$ cat config.mk
export PLATFORM = sky130hd
export DESIGN_NAME = thermistor_table_linearizer
export DESIGN_NICKNAME = d
export VERILOG_FILES = /design/src/hw/rtl/ttl_pkg.sv /design/src/hw/rtl/ttl_front.sv /design/src/hw/rtl/ttl_queue.sv /design/src/hw/rtl/ttl_back.sv /design/src/hw/rtl/thermistor_table_linearizer.sv
export SDC_FILE = /design/constraint.sdc
export NUM_CORES = 1
export LEC_CHECK = 0
export ABC_AREA = 1
export BUFFER_PORTS_ARGS = -buffer_cell sky130_fd_sc_hd__buf_2
export CAP_MARGIN = 20
export CORE_MARGIN = 2
export CORE_UTILIZATION = 30
export DETAILED_ROUTE_END_ITERATION = 10
export PLACE_DENSITY_LB_ADDON = 0.12
export SETUP_SLACK_MARGIN = 0.4
export SYNTH_ARGS = -nofsm -noshare
export SYNTH_HDL_FRONTEND = slang
export SYNTH_HIERARCHICAL = 1
export SYNTH_SLANG_ARGS = --single-unit
$ cat constraint.sdc
create_clock -name clk -period 12.9 [get_ports clk]
set_input_delay 0.645 -clock clk [delete_from_list [all_inputs] [get_ports clk]]
set_output_delay 0.645 -clock clk [all_outputs]
set_load 0.03 [all_outputs]
$ cat src/hw/rtl/ttl_pkg.sv
`default_nettype none

package ttl_pkg;

  localparam int REF_W        = 14;
  localparam int MV_W         = 14;
  localparam int VOLT_W       = 12;
  localparam int SEG_W        = 5;
  localparam int TABLE_POINTS = 29;
  localparam int LAST_SEG     = TABLE_POINTS - 1;
  localparam int NEG_SEG_LAST = 6;
  localparam int DEN_W        = 8;
  localparam int NUM_W        = 11;
  localparam int Q_W          = 3;
  localparam int TEMP_W       = 9;
  localparam int TEMP_STEP    = 5;
  localparam int OUT_TDATA_W  = ((TEMP_W + 7) / 8) * 8;
  localparam int QUEUE_DEPTH  = 4;
  localparam int QPTR_W       = $clog2(QUEUE_DEPTH);
  localparam int PADDR_W      = 2;
  localparam int PDATA_W      = 32;

  localparam logic [PADDR_W-1:0] REG_REF_MV = PADDR_W'(0);
  localparam logic [REF_W-1:0]   REF_RESET  = REF_W'(4096);

  localparam logic signed [TEMP_W-1:0] TEMP_LOW_MARK  = 9'sd150;
  localparam logic signed [TEMP_W-1:0] TEMP_HIGH_MARK = -9'sd35;
  localparam logic signed [TEMP_W-1:0] TEMP_FIRST     = -9'sd30;

  typedef enum logic [1:0] {
    CLS_SEG  = 2'd0,
    CLS_LOW  = 2'd1,
    CLS_HIGH = 2'd2
  } cls_t;

  typedef struct packed {
    cls_t              cls;
    logic [MV_W-1:0]   mv;
    logic [SEG_W-1:0]  seg;
  } item_t;

  function automatic logic [VOLT_W-1:0] volt_point(input logic [SEG_W-1:0] idx);
    logic [VOLT_W-1:0] v;
    case (idx)
      5'd0:    v = 12'd3980;
      5'd1:    v = 12'd3940;
      5'd2:    v = 12'd3890;
      5'd3:    v = 12'd3826;
      5'd4:    v = 12'd3748;
      5'd5:    v = 12'd3653;
      5'd6:    v = 12'd3541;
      5'd7:    v = 12'd3409;
      5'd8:    v = 12'd3259;
      5'd9:    v = 12'd3091;
      5'd10:   v = 12'd2908;
      5'd11:   v = 12'd2712;
      5'd12:   v = 12'd2508;
      5'd13:   v = 12'd2300;
      5'd14:   v = 12'd2093;
      5'd15:   v = 12'd1890;
      5'd16:   v = 12'd1696;
      5'd17:   v = 12'd1513;
      5'd18:   v = 12'd1343;
      5'd19:   v = 12'd1188;
      5'd20:   v = 12'd1047;
      5'd21:   v = 12'd921;
      5'd22:   v = 12'd809;
      5'd23:   v = 12'd710;
      5'd24:   v = 12'd623;
      5'd25:   v = 12'd546;
      5'd26:   v = 12'd480;
      5'd27:   v = 12'd421;
      5'd28:   v = 12'd371;
      default: v = '0;
    endcase
    return v;
  endfunction

  function automatic logic signed [TEMP_W-1:0] seg_base(input logic [SEG_W-1:0] seg);
    logic [TEMP_W-1:0] off;
    off = TEMP_W'(seg - SEG_W'(1)) * TEMP_W'(TEMP_STEP);
    return TEMP_FIRST + $signed(off);
  endfunction

endpackage

`default_nettype wire

$ cat src/hw/rtl/ttl_front.sv
`default_nettype none

module ttl_front
  import ttl_pkg::*;
#(
  parameter int SAMPLE_BITS = 10
) (
  input  wire logic                   clk,
  input  wire logic                   rst,
  input  wire logic                   in_valid,
  output logic                        in_ready,
  input  wire logic [SAMPLE_BITS-1:0] raw,
  input  wire logic [REF_W-1:0]       ref_mv,
  output logic                        out_valid,
  input  wire logic                   out_ready,
  output item_t                       out_item
);

  localparam int PROD_W = SAMPLE_BITS + REF_W;

  logic              a_valid;
  logic [PROD_W-1:0] prod;
  logic              b_valid;
  item_t             b_item;
  logic              en_a;
  logic              en_b;

  logic [PROD_W-1:0]       rounded;
  logic [MV_W-1:0]         mv_c;
  logic [TABLE_POINTS-1:0] lt;
  logic [SEG_W-1:0]        seg_or;
  logic                    seg_hit;
  item_t                   item_c;

  assign en_b     = !b_valid || out_ready;
  assign en_a     = !a_valid || en_b;
  assign in_ready = en_a;

  always_comb begin
    rounded = prod + (PROD_W'(1) << (SAMPLE_BITS - 1));
    mv_c    = rounded[PROD_W-1:SAMPLE_BITS];
    for (int j = 0; j < TABLE_POINTS; j++) begin
      lt[j] = {{(MV_W - VOLT_W){1'b0}}, volt_point(SEG_W'(j))} < mv_c;
    end
    seg_or = '0;
    for (int j = 1; j < TABLE_POINTS; j++) begin
      if (lt[j] && !lt[j-1]) begin
        seg_or = seg_or | SEG_W'(j);
      end
    end
    seg_hit = |lt[TABLE_POINTS-1:1];
    item_c.mv  = mv_c;
    item_c.seg = seg_hit ? seg_or : SEG_W'(LAST_SEG);
    if (mv_c < {{(MV_W - VOLT_W){1'b0}}, volt_point(SEG_W'(LAST_SEG))}) begin
      item_c.cls = CLS_LOW;
    end else if (lt[0]) begin
      item_c.cls = CLS_HIGH;
    end else begin
      item_c.cls = CLS_SEG;
    end
  end

  always_ff @(posedge clk) begin
    if (rst) begin
      a_valid <= 1'b0;
      b_valid <= 1'b0;
    end else begin
      if (en_a) begin
        a_valid <= in_valid;
      end
      if (en_b) begin
        b_valid <= a_valid;
      end
    end
  end

  always_ff @(posedge clk) begin
    if (en_a && in_valid) begin
      prod <= PROD_W'(raw) * PROD_W'(ref_mv);
    end
    if (en_b && a_valid) begin
      b_item <= item_c;
    end
  end

  assign out_valid = b_valid;
  assign out_item  = b_item;

endmodule

`default_nettype wire

$ cat src/hw/rtl/ttl_queue.sv
`default_nettype none

module ttl_queue
  import ttl_pkg::*;
(
  input  wire logic  clk,
  input  wire logic  rst,
  input  wire logic  in_valid,
  output logic       in_ready,
  input  wire item_t in_item,
  output logic       out_valid,
  input  wire logic  out_ready,
  output item_t      out_item
);

  item_t             slots [QUEUE_DEPTH];
  logic [QPTR_W-1:0] wr_ptr;
  logic [QPTR_W-1:0] rd_ptr;
  logic [QPTR_W:0]   count;
  logic              push;
  logic              pop;

  assign in_ready  = count != (QPTR_W + 1)'(QUEUE_DEPTH);
  assign out_valid = count != '0;
  assign push      = in_valid && in_ready;
  assign pop       = out_valid && out_ready;
  assign out_item  = slots[rd_ptr];

  always_ff @(posedge clk) begin
    if (rst) begin
      wr_ptr <= '0;
      rd_ptr <= '0;
      count  <= '0;
    end else begin
      if (push) begin
        wr_ptr <= wr_ptr + QPTR_W'(1);
      end
      if (pop) begin
        rd_ptr <= rd_ptr + QPTR_W'(1);
      end
      if (push && !pop) begin
        count <= count + (QPTR_W + 1)'(1);
      end else if (pop && !push) begin
        count <= count - (QPTR_W + 1)'(1);
      end
    end
  end

  always_ff @(posedge clk) begin
    if (push) begin
      slots[wr_ptr] <= in_item;
    end
  end

endmodule

`default_nettype wire

$ cat src/hw/rtl/ttl_back.sv
`default_nettype none

module ttl_back
  import ttl_pkg::*;
(
  input  wire logic                clk,
  input  wire logic                rst,
  input  wire logic                in_valid,
  output logic                     in_ready,
  input  wire item_t               in_item,
  output logic                     out_valid,
  input  wire logic                out_ready,
  output logic signed [TEMP_W-1:0] temperature
);

  logic                     c_valid;
  cls_t                     c_cls;
  logic [NUM_W-1:0]         c_num;
  logic [DEN_W-1:0]         c_den;
  logic signed [TEMP_W-1:0] c_base;
  logic                     d_valid;
  logic signed [TEMP_W-1:0] d_temp;
  logic                     en_c;
  logic                     en_d;

  logic [VOLT_W-1:0]        hi;
  logic [VOLT_W-1:0]        lo;
  logic [DEN_W-1:0]         den_c;
  logic [MV_W-1:0]          diff_full;
  logic [NUM_W-1:0]         num_c;
  logic                     neg_c;

  logic [NUM_W-1:0]         rem;
  logic [NUM_W-1:0]         dsh;
  logic [Q_W-1:0]           q;
  logic signed [TEMP_W-1:0] temp_c;

  assign en_d     = !d_valid || out_ready;
  assign en_c     = !c_valid || en_d;
  assign in_ready = en_c;

  always_comb begin
    hi        = volt_point(in_item.seg - SEG_W'(1));
    lo        = volt_point(in_item.seg);
    den_c     = DEN_W'(hi - lo);
    diff_full = {{(MV_W - VOLT_W){1'b0}}, hi} - in_item.mv;
    neg_c     = in_item.seg <= SEG_W'(NEG_SEG_LAST);
    num_c     = NUM_W'(diff_full[DEN_W-1:0]) * NUM_W'(TEMP_STEP);
    if (neg_c) begin
      num_c = num_c + NUM_W'(den_c) - NUM_W'(1);
    end
  end

  always_comb begin
    rem = c_num;
    q   = '0;
    for (int i = Q_W - 1; i >= 0; i--) begin
      dsh = NUM_W'(c_den) << i;
      if (rem >= dsh) begin
        rem  = rem - dsh;
        q[i] = 1'b1;
      end
    end
    case (c_cls)
      CLS_LOW:  temp_c = TEMP_LOW_MARK;
      CLS_HIGH: temp_c = TEMP_HIGH_MARK;
      default:  temp_c = c_base + $signed(TEMP_W'(q));
    endcase
  end

  always_ff @(posedge clk) begin
    if (rst) begin
      c_valid <= 1'b0;
      d_valid <= 1'b0;
    end else begin
      if (en_c) begin
        c_valid <= in_valid;
      end
      if (en_d) begin
        d_valid <= c_valid;
      end
    end
  end

  always_ff @(posedge clk) begin
    if (en_c && in_valid) begin
      c_cls  <= in_item.cls;
      c_num  <= num_c;
      c_den  <= den_c;
      c_base <= seg_base(in_item.seg);
    end
    if (en_d && c_valid) begin
      d_temp <= temp_c;
    end
  end

  assign out_valid   = d_valid;
  assign temperature = d_temp;

endmodule

`default_nettype wire

$ cat src/hw/rtl/thermistor_table_linearizer.sv
// Channel   Direction  Handshake                  Content
// s_*       in         s_tvalid / s_tready        raw converter sample
// m_*       out        m_tvalid / m_tready        temperature in degrees Celsius
// APB       in/out     psel, penable, pready      reference voltage register
//
// One sample is taken every cycle when the output is not stalled; a result passes
// through two front stages (scale, classify), the queue and two back stages
// (interpolation setup, three-bit divide).
// Reset clears all pipeline valids and the queue and sets the reference to 4096 mV.
// A stall on the output fills the two back stages, the four-entry queue and the two
// front stages before the input stops taking samples.
`default_nettype none

module thermistor_table_linearizer
  import ttl_pkg::*;
#(
  parameter int SAMPLE_BITS = 10
) (
  input  wire logic                     clk,
  input  wire logic                     rst,
  input  wire logic                     s_tvalid,
  output logic                          s_tready,
  // raw_sample
  input  wire logic [((SAMPLE_BITS + 7) / 8) * 8 - 1:0] s_tdata,
  output logic                          m_tvalid,
  input  wire logic                     m_tready,
  // temperature
  output logic [OUT_TDATA_W-1:0]        m_tdata,
  input  wire logic                     psel,
  input  wire logic                     penable,
  input  wire logic                     pwrite,
  input  wire logic [PADDR_W-1:0]       paddr,
  input  wire logic [PDATA_W-1:0]       pwdata,
  output logic [PDATA_W-1:0]            prdata,
  output logic                          pready
);

  logic [REF_W-1:0]         ref_mv;
  logic                     f_valid;
  logic                     f_ready;
  item_t                    f_item;
  logic                     q_valid;
  logic                     q_ready;
  item_t                    q_item;
  logic signed [TEMP_W-1:0] temperature;

  assign pready = 1'b1;
  assign prdata = (paddr == REG_REF_MV) ? PDATA_W'(ref_mv) : '0;

  always_ff @(posedge clk) begin
    if (rst) begin
      ref_mv <= REF_RESET;
    end else if (psel && penable && pwrite && pready && paddr == REG_REF_MV) begin
      ref_mv <= pwdata[REF_W-1:0];
    end
  end

  ttl_front #(
    .SAMPLE_BITS(SAMPLE_BITS)
  ) u_front (
    .clk      (clk),
    .rst      (rst),
    .in_valid (s_tvalid),
    .in_ready (s_tready),
    .raw      (s_tdata[SAMPLE_BITS-1:0]),
    .ref_mv   (ref_mv),
    .out_valid(f_valid),
    .out_ready(f_ready),
    .out_item (f_item)
  );

  ttl_queue u_queue (
    .clk      (clk),
    .rst      (rst),
    .in_valid (f_valid),
    .in_ready (f_ready),
    .in_item  (f_item),
    .out_valid(q_valid),
    .out_ready(q_ready),
    .out_item (q_item)
  );

  ttl_back u_back (
    .clk        (clk),
    .rst        (rst),
    .in_valid   (q_valid),
    .in_ready   (q_ready),
    .in_item    (q_item),
    .out_valid  (m_tvalid),
    .out_ready  (m_tready),
    .temperature(temperature)
  );

  assign m_tdata = {{(OUT_TDATA_W - TEMP_W){1'b0}}, temperature};

endmodule

`default_nettype wire

# Word level (Yosys, flattened, before mapping)

Memory sizes are Yosys's and may differ from the RTL's. A register that Yosys moved wholly into a read port is not among the register bits.
Cells that the tools add are included.
Widths: inputs -> output; s select.

Flip-flop bits (word level): 109
Bits in writable memories: 84
Bits in read-only memories: 768
Bits of input ports: 57
Output and inout port bits: 51
Logic and storage cells: 225
Memories: 3

$add $sub $neg: 15
$mul: 3
Order comparisons: 34
Eq/ne operators: 3
Muxes and demuxes: 56
Bitwise logic cells: 1
Reduce and logical (&&, ||, !) cells: 90

Memories:

| memory          | depth | width | rd ports | clocked after Yosys merged registers in | wr ports | line            | source |
|---|---|---|---|---|---|---|---|
| (no name shown) | 32    | 12    | 1        | 0                                       | 0        | ttl_pkg.sv:44   | `case (idx)` |
| (no name shown) | 32    | 12    | 1        | 0                                       | 0        | ttl_pkg.sv:44   |  |
| u_queue.slots   | 4     | 21    | 1        | 1                                       | 1        | ttl_queue.sv:16 | `item_t slots [QUEUE_DEPTH];` |

Operator list:

| cell                   | count |
|---|---|
| $lt 12x14->1 const A   | 15 |
| $lt 11x14->1 const A   | 6 |
| $lt 10x14->1 const A   | 5 |
| $lt 9x14->1 const A    | 3 |
| $mux 14                | 3 |
| $logic_and 1x1->1      | 38 |
| $logic_not 1->1        | 34 |
| $mux 11                | 3 |
| $mux 3                 | 11 |
| $mux 4                 | 8 |
| $mux 2                 | 14 |
| $reduce_or 28->1       | 1 |
| $add 24x10->24 const B | 1 |
| $mul 10x14->24         | 1 |
| $pmux 9 s2             | 1 |
| $mux 1                 | 16 |
| $sub 8x8->8            | 2 |
| $lt 14x9->1 const B    | 1 |
| $reduce_bool 2->1      | 7 |
| $reduce_or 14->1       | 1 |
| $add 11x8->11          | 1 |
| $ge 11x10->1           | 1 |
| $ge 11x8->1            | 1 |
| $ge 11x9->1            | 1 |
| 22 further kinds       | 27 |

# Longest topological paths before layout

Depth in word-level cells: 29
Gate-level depth with buffers: 46
Gate-level depth less buffers: 43

# By module

Netlist, hierarchy kept.

Modules (own cells, without submodules):

| module                      | instances | cells an instance | area an instance (um^2) | sequential area each (um^2) |
|---|---|---|---|---|
| ttl_front                   | 1         | 1059              | 7564.8                  | 1121.1 |
| ttl_back                    | 1         | 740               | 5471.5                  | 1211.2 |
| ttl_queue                   | 1         | 272               | 3671.0                  | 2702.6 |
| thermistor_table_linearizer | 1         | 153               | 958.4                   | 280.3 |

# Worst setup path before layout

OpenSTA, ideal clock, no wires.

Kind: flip-flop to flip-flop
Start point: register with a tool-made name
End point: register u_back.c_num[8] (data pin)
Setup time: 0.265 ns
Arrival: 6.650 ns
Required time: 12.635 ns
Path slack: 5.985 ns
Stages on the path, launching flop included: 41
Buffers on the path: 4
Clock period less this slack: 6.915 ns
Cell sequence: dfxtp_1 -> buf_6 -> inv_6 -> buf_6 -> nor2_1 -> o22ai_1 -> inv_1 -> ha_1 -> buf_4 -> inv_2 -> ha_1 -> clkbuf_1 -> inv_1 -> nor2_1 -> inv_1 -> a21oi_1 -> o21ai_0 -> o21ai_0 -> (+5 left out) -> o21ai_0 -> xnor2_1 -> inv_1 -> ha_1 -> ha_1 -> xor2_1 -> ha_1 -> inv_1 -> ha_1 -> a21oi_1 -> o21ai_0 -> a21oi_1 -> nor2_1 -> o21ai_0 -> nand2_1 -> or2_2 -> nand3_1 -> o21ai_0

RTL lines:

| item                   | line           | source |
|---|---|---|
| end signal: assignment | ttl_back.sv:88 | `c_num <= num_c;` |
| end: declaration       | ttl_back.sv:18 | `logic [NUM_W-1:0] c_num;` |

==> run metrics <==
status=complete, no violations; cells on worst reg2reg path=40; final setup TNS=0 ps; Port Buffers=57; first-pass GRT wire length=68700 µm; pin count of the biggest net entering global routing=32; commonest non-fill, non-tap cells in the layout=466 x nand2_1, 403 x inv_1, 196 x nor2_1, 154 x ha_1, 129 x edfxtp_1; final count of negative-setup-slack endpoints=0; Critical Path Start Type=flip-flop; DR iter-0 viols=just over 700; class of the worst hold path=in2reg; area delta synth->final=8.86%; Data arrival, critical path=between 8000 and 9000 ps; Req. time, crit path=about 13000 ps; hold_buf cts=0; Post-CTS Setup Bufs=0; Remaining DRCs=0; Vias/cell=between 4 and 5; crit end category=flip-flop; most common cell after layout, fill and taps aside=nand2_1; Hold Violations, Final=0; die width=between 200 and 250 µm; CTS Buffer Depth=2; most frequent cell on the critical path=inv_1; slowest stage delay, CP=660 ps; Initial Util=0.302; dpl hpwl=between 30000 and 40000 µm; relative slew slack=0.350; post-CTS sizing=0; CTS Buf Count=17; Worst Path Max Fanout=16; Final Max Slew Viols=0; Max Clock Freq=0.116 GHz; ANT cells=0; TritonCTS clock tree=done; vias=approximately 14000; post-synthesis average cell area=7.68 µm²; Mapped Area=about 17000 µm²; Global Route Usage Sum=0.152; final wirelength=slightly above 40000 µm; core area=~55000 µm²; antenna-violating nets left=0; die area=57300 µm²; Worst Tran Pin Value=962 ps; vias in the first global route=approximately 13000; synth warn=6; clk root buf=clkbuf_16; IO Pins=~110; max cap viols=0; Gate Count Post-Synth=approximately 2200; slowest library cell on the worst path=o22ai_1; DIE HEIGHT=about 240 µm; Clk Latency, worst-skew pair=around 460 ps; H-tree depth=4; hold path depth=3; Tmin final=around 8600 ps; DR pass1 iterations=6; layout cells sized above 1=0.0931; GR Overflow Total=0; Site Rows=86; Crit Path Class=reg2reg; routed wire length per instance=roughly 14 µm; Worst-path clk slew=roughly 70 ps; nets@finish=2503; initial antenna violation count=0; Layout Skew=12.8 ps; Clock Sinks=between 150 and 200; Final period util=0.670; gp weighted congestion=a little under 0.9; RSZ-0062 raised after global routing=false
[final cells by class]
type                            count  area [µm²]
Clock buffer                       23         533
Sequential cell                   156        4410
Clock inverter                      9        67.6
Multi-Input combinational cell   1528       10200
Timing Repair Buffer               66         373
Inverter                          420        1590
Tap cell                          748         936
Fill cell                        5872       36900
[path summary, 6_finish.rpt]
kind	from	slack [ps]	endpoint
setup / recovery	flip-flop	4260	u_back/c_num[10]
hold / removal	pwdata[12]	390	ref_mv[12]
hold reg to reg	u_back/c_valid	480	u_back/out_valid
setup reg to reg	flip-flop	4260	u_back/c_num[10]
[metal layers]
layer / routed length [µm] / up-vias / track usage
met5: 0 / - / 0
met4: 663 / 0 / 0.0409
met3: 1100 / 40 / 0.0230
met2: 19500 / 169 / 0.254
met1: 20200 / 6401 / 0.203
li1: - / 6894 / -
[state kept, by name, indices dropped and copies added (netlist names), 3 cells and up, named ones only]
| name | cells |
|---|---|
| u_back/temperature | 9 |
| u_back/c_base | 9 |
| u_queue/slots | 60 |
| ref_mv | 14 |
| u_back/c_num | 11 |
| u_front/out_item | 15 |
| u_back/c_den | 8 |
| u_queue/count | 3 |
| u_front/prod | 15 |
[worst max-delay path: cells and delay by family, from the launching register on]
family,cells,cell delay [ps]
AO/OA/AOI/OAI,9,2510
XOR/XNOR,2,450
adder cells (fa/ha/maj),6,2200
buffers and inverters,11,1660
flip-flops,1,300
AND/OR/NAND/NOR,12,1250
[metrics by stage]
stage | util | instances | hold WS, ps | worst slack (ps) | cell area (µm²)
after global routing | 0.329 | 2950 | 382 | 3360 | 18100
after floorplan | - | 2188 | 445 | 6000 | 16700
after CTS | 0.329 | 2950 | 358 | 4220 | 18100
after detailed placement | 0.318 | 2918 | 469 | 4260 | 17500
final | 0.329 | 2950 | 395 | 4260 | 18100
after global placement | 0.318 | 2917 | 460 | 4180 | 17500
Power is not shown: default switching activity piles up to over one toggle a cycle in this logic, so the estimate is an artifact.
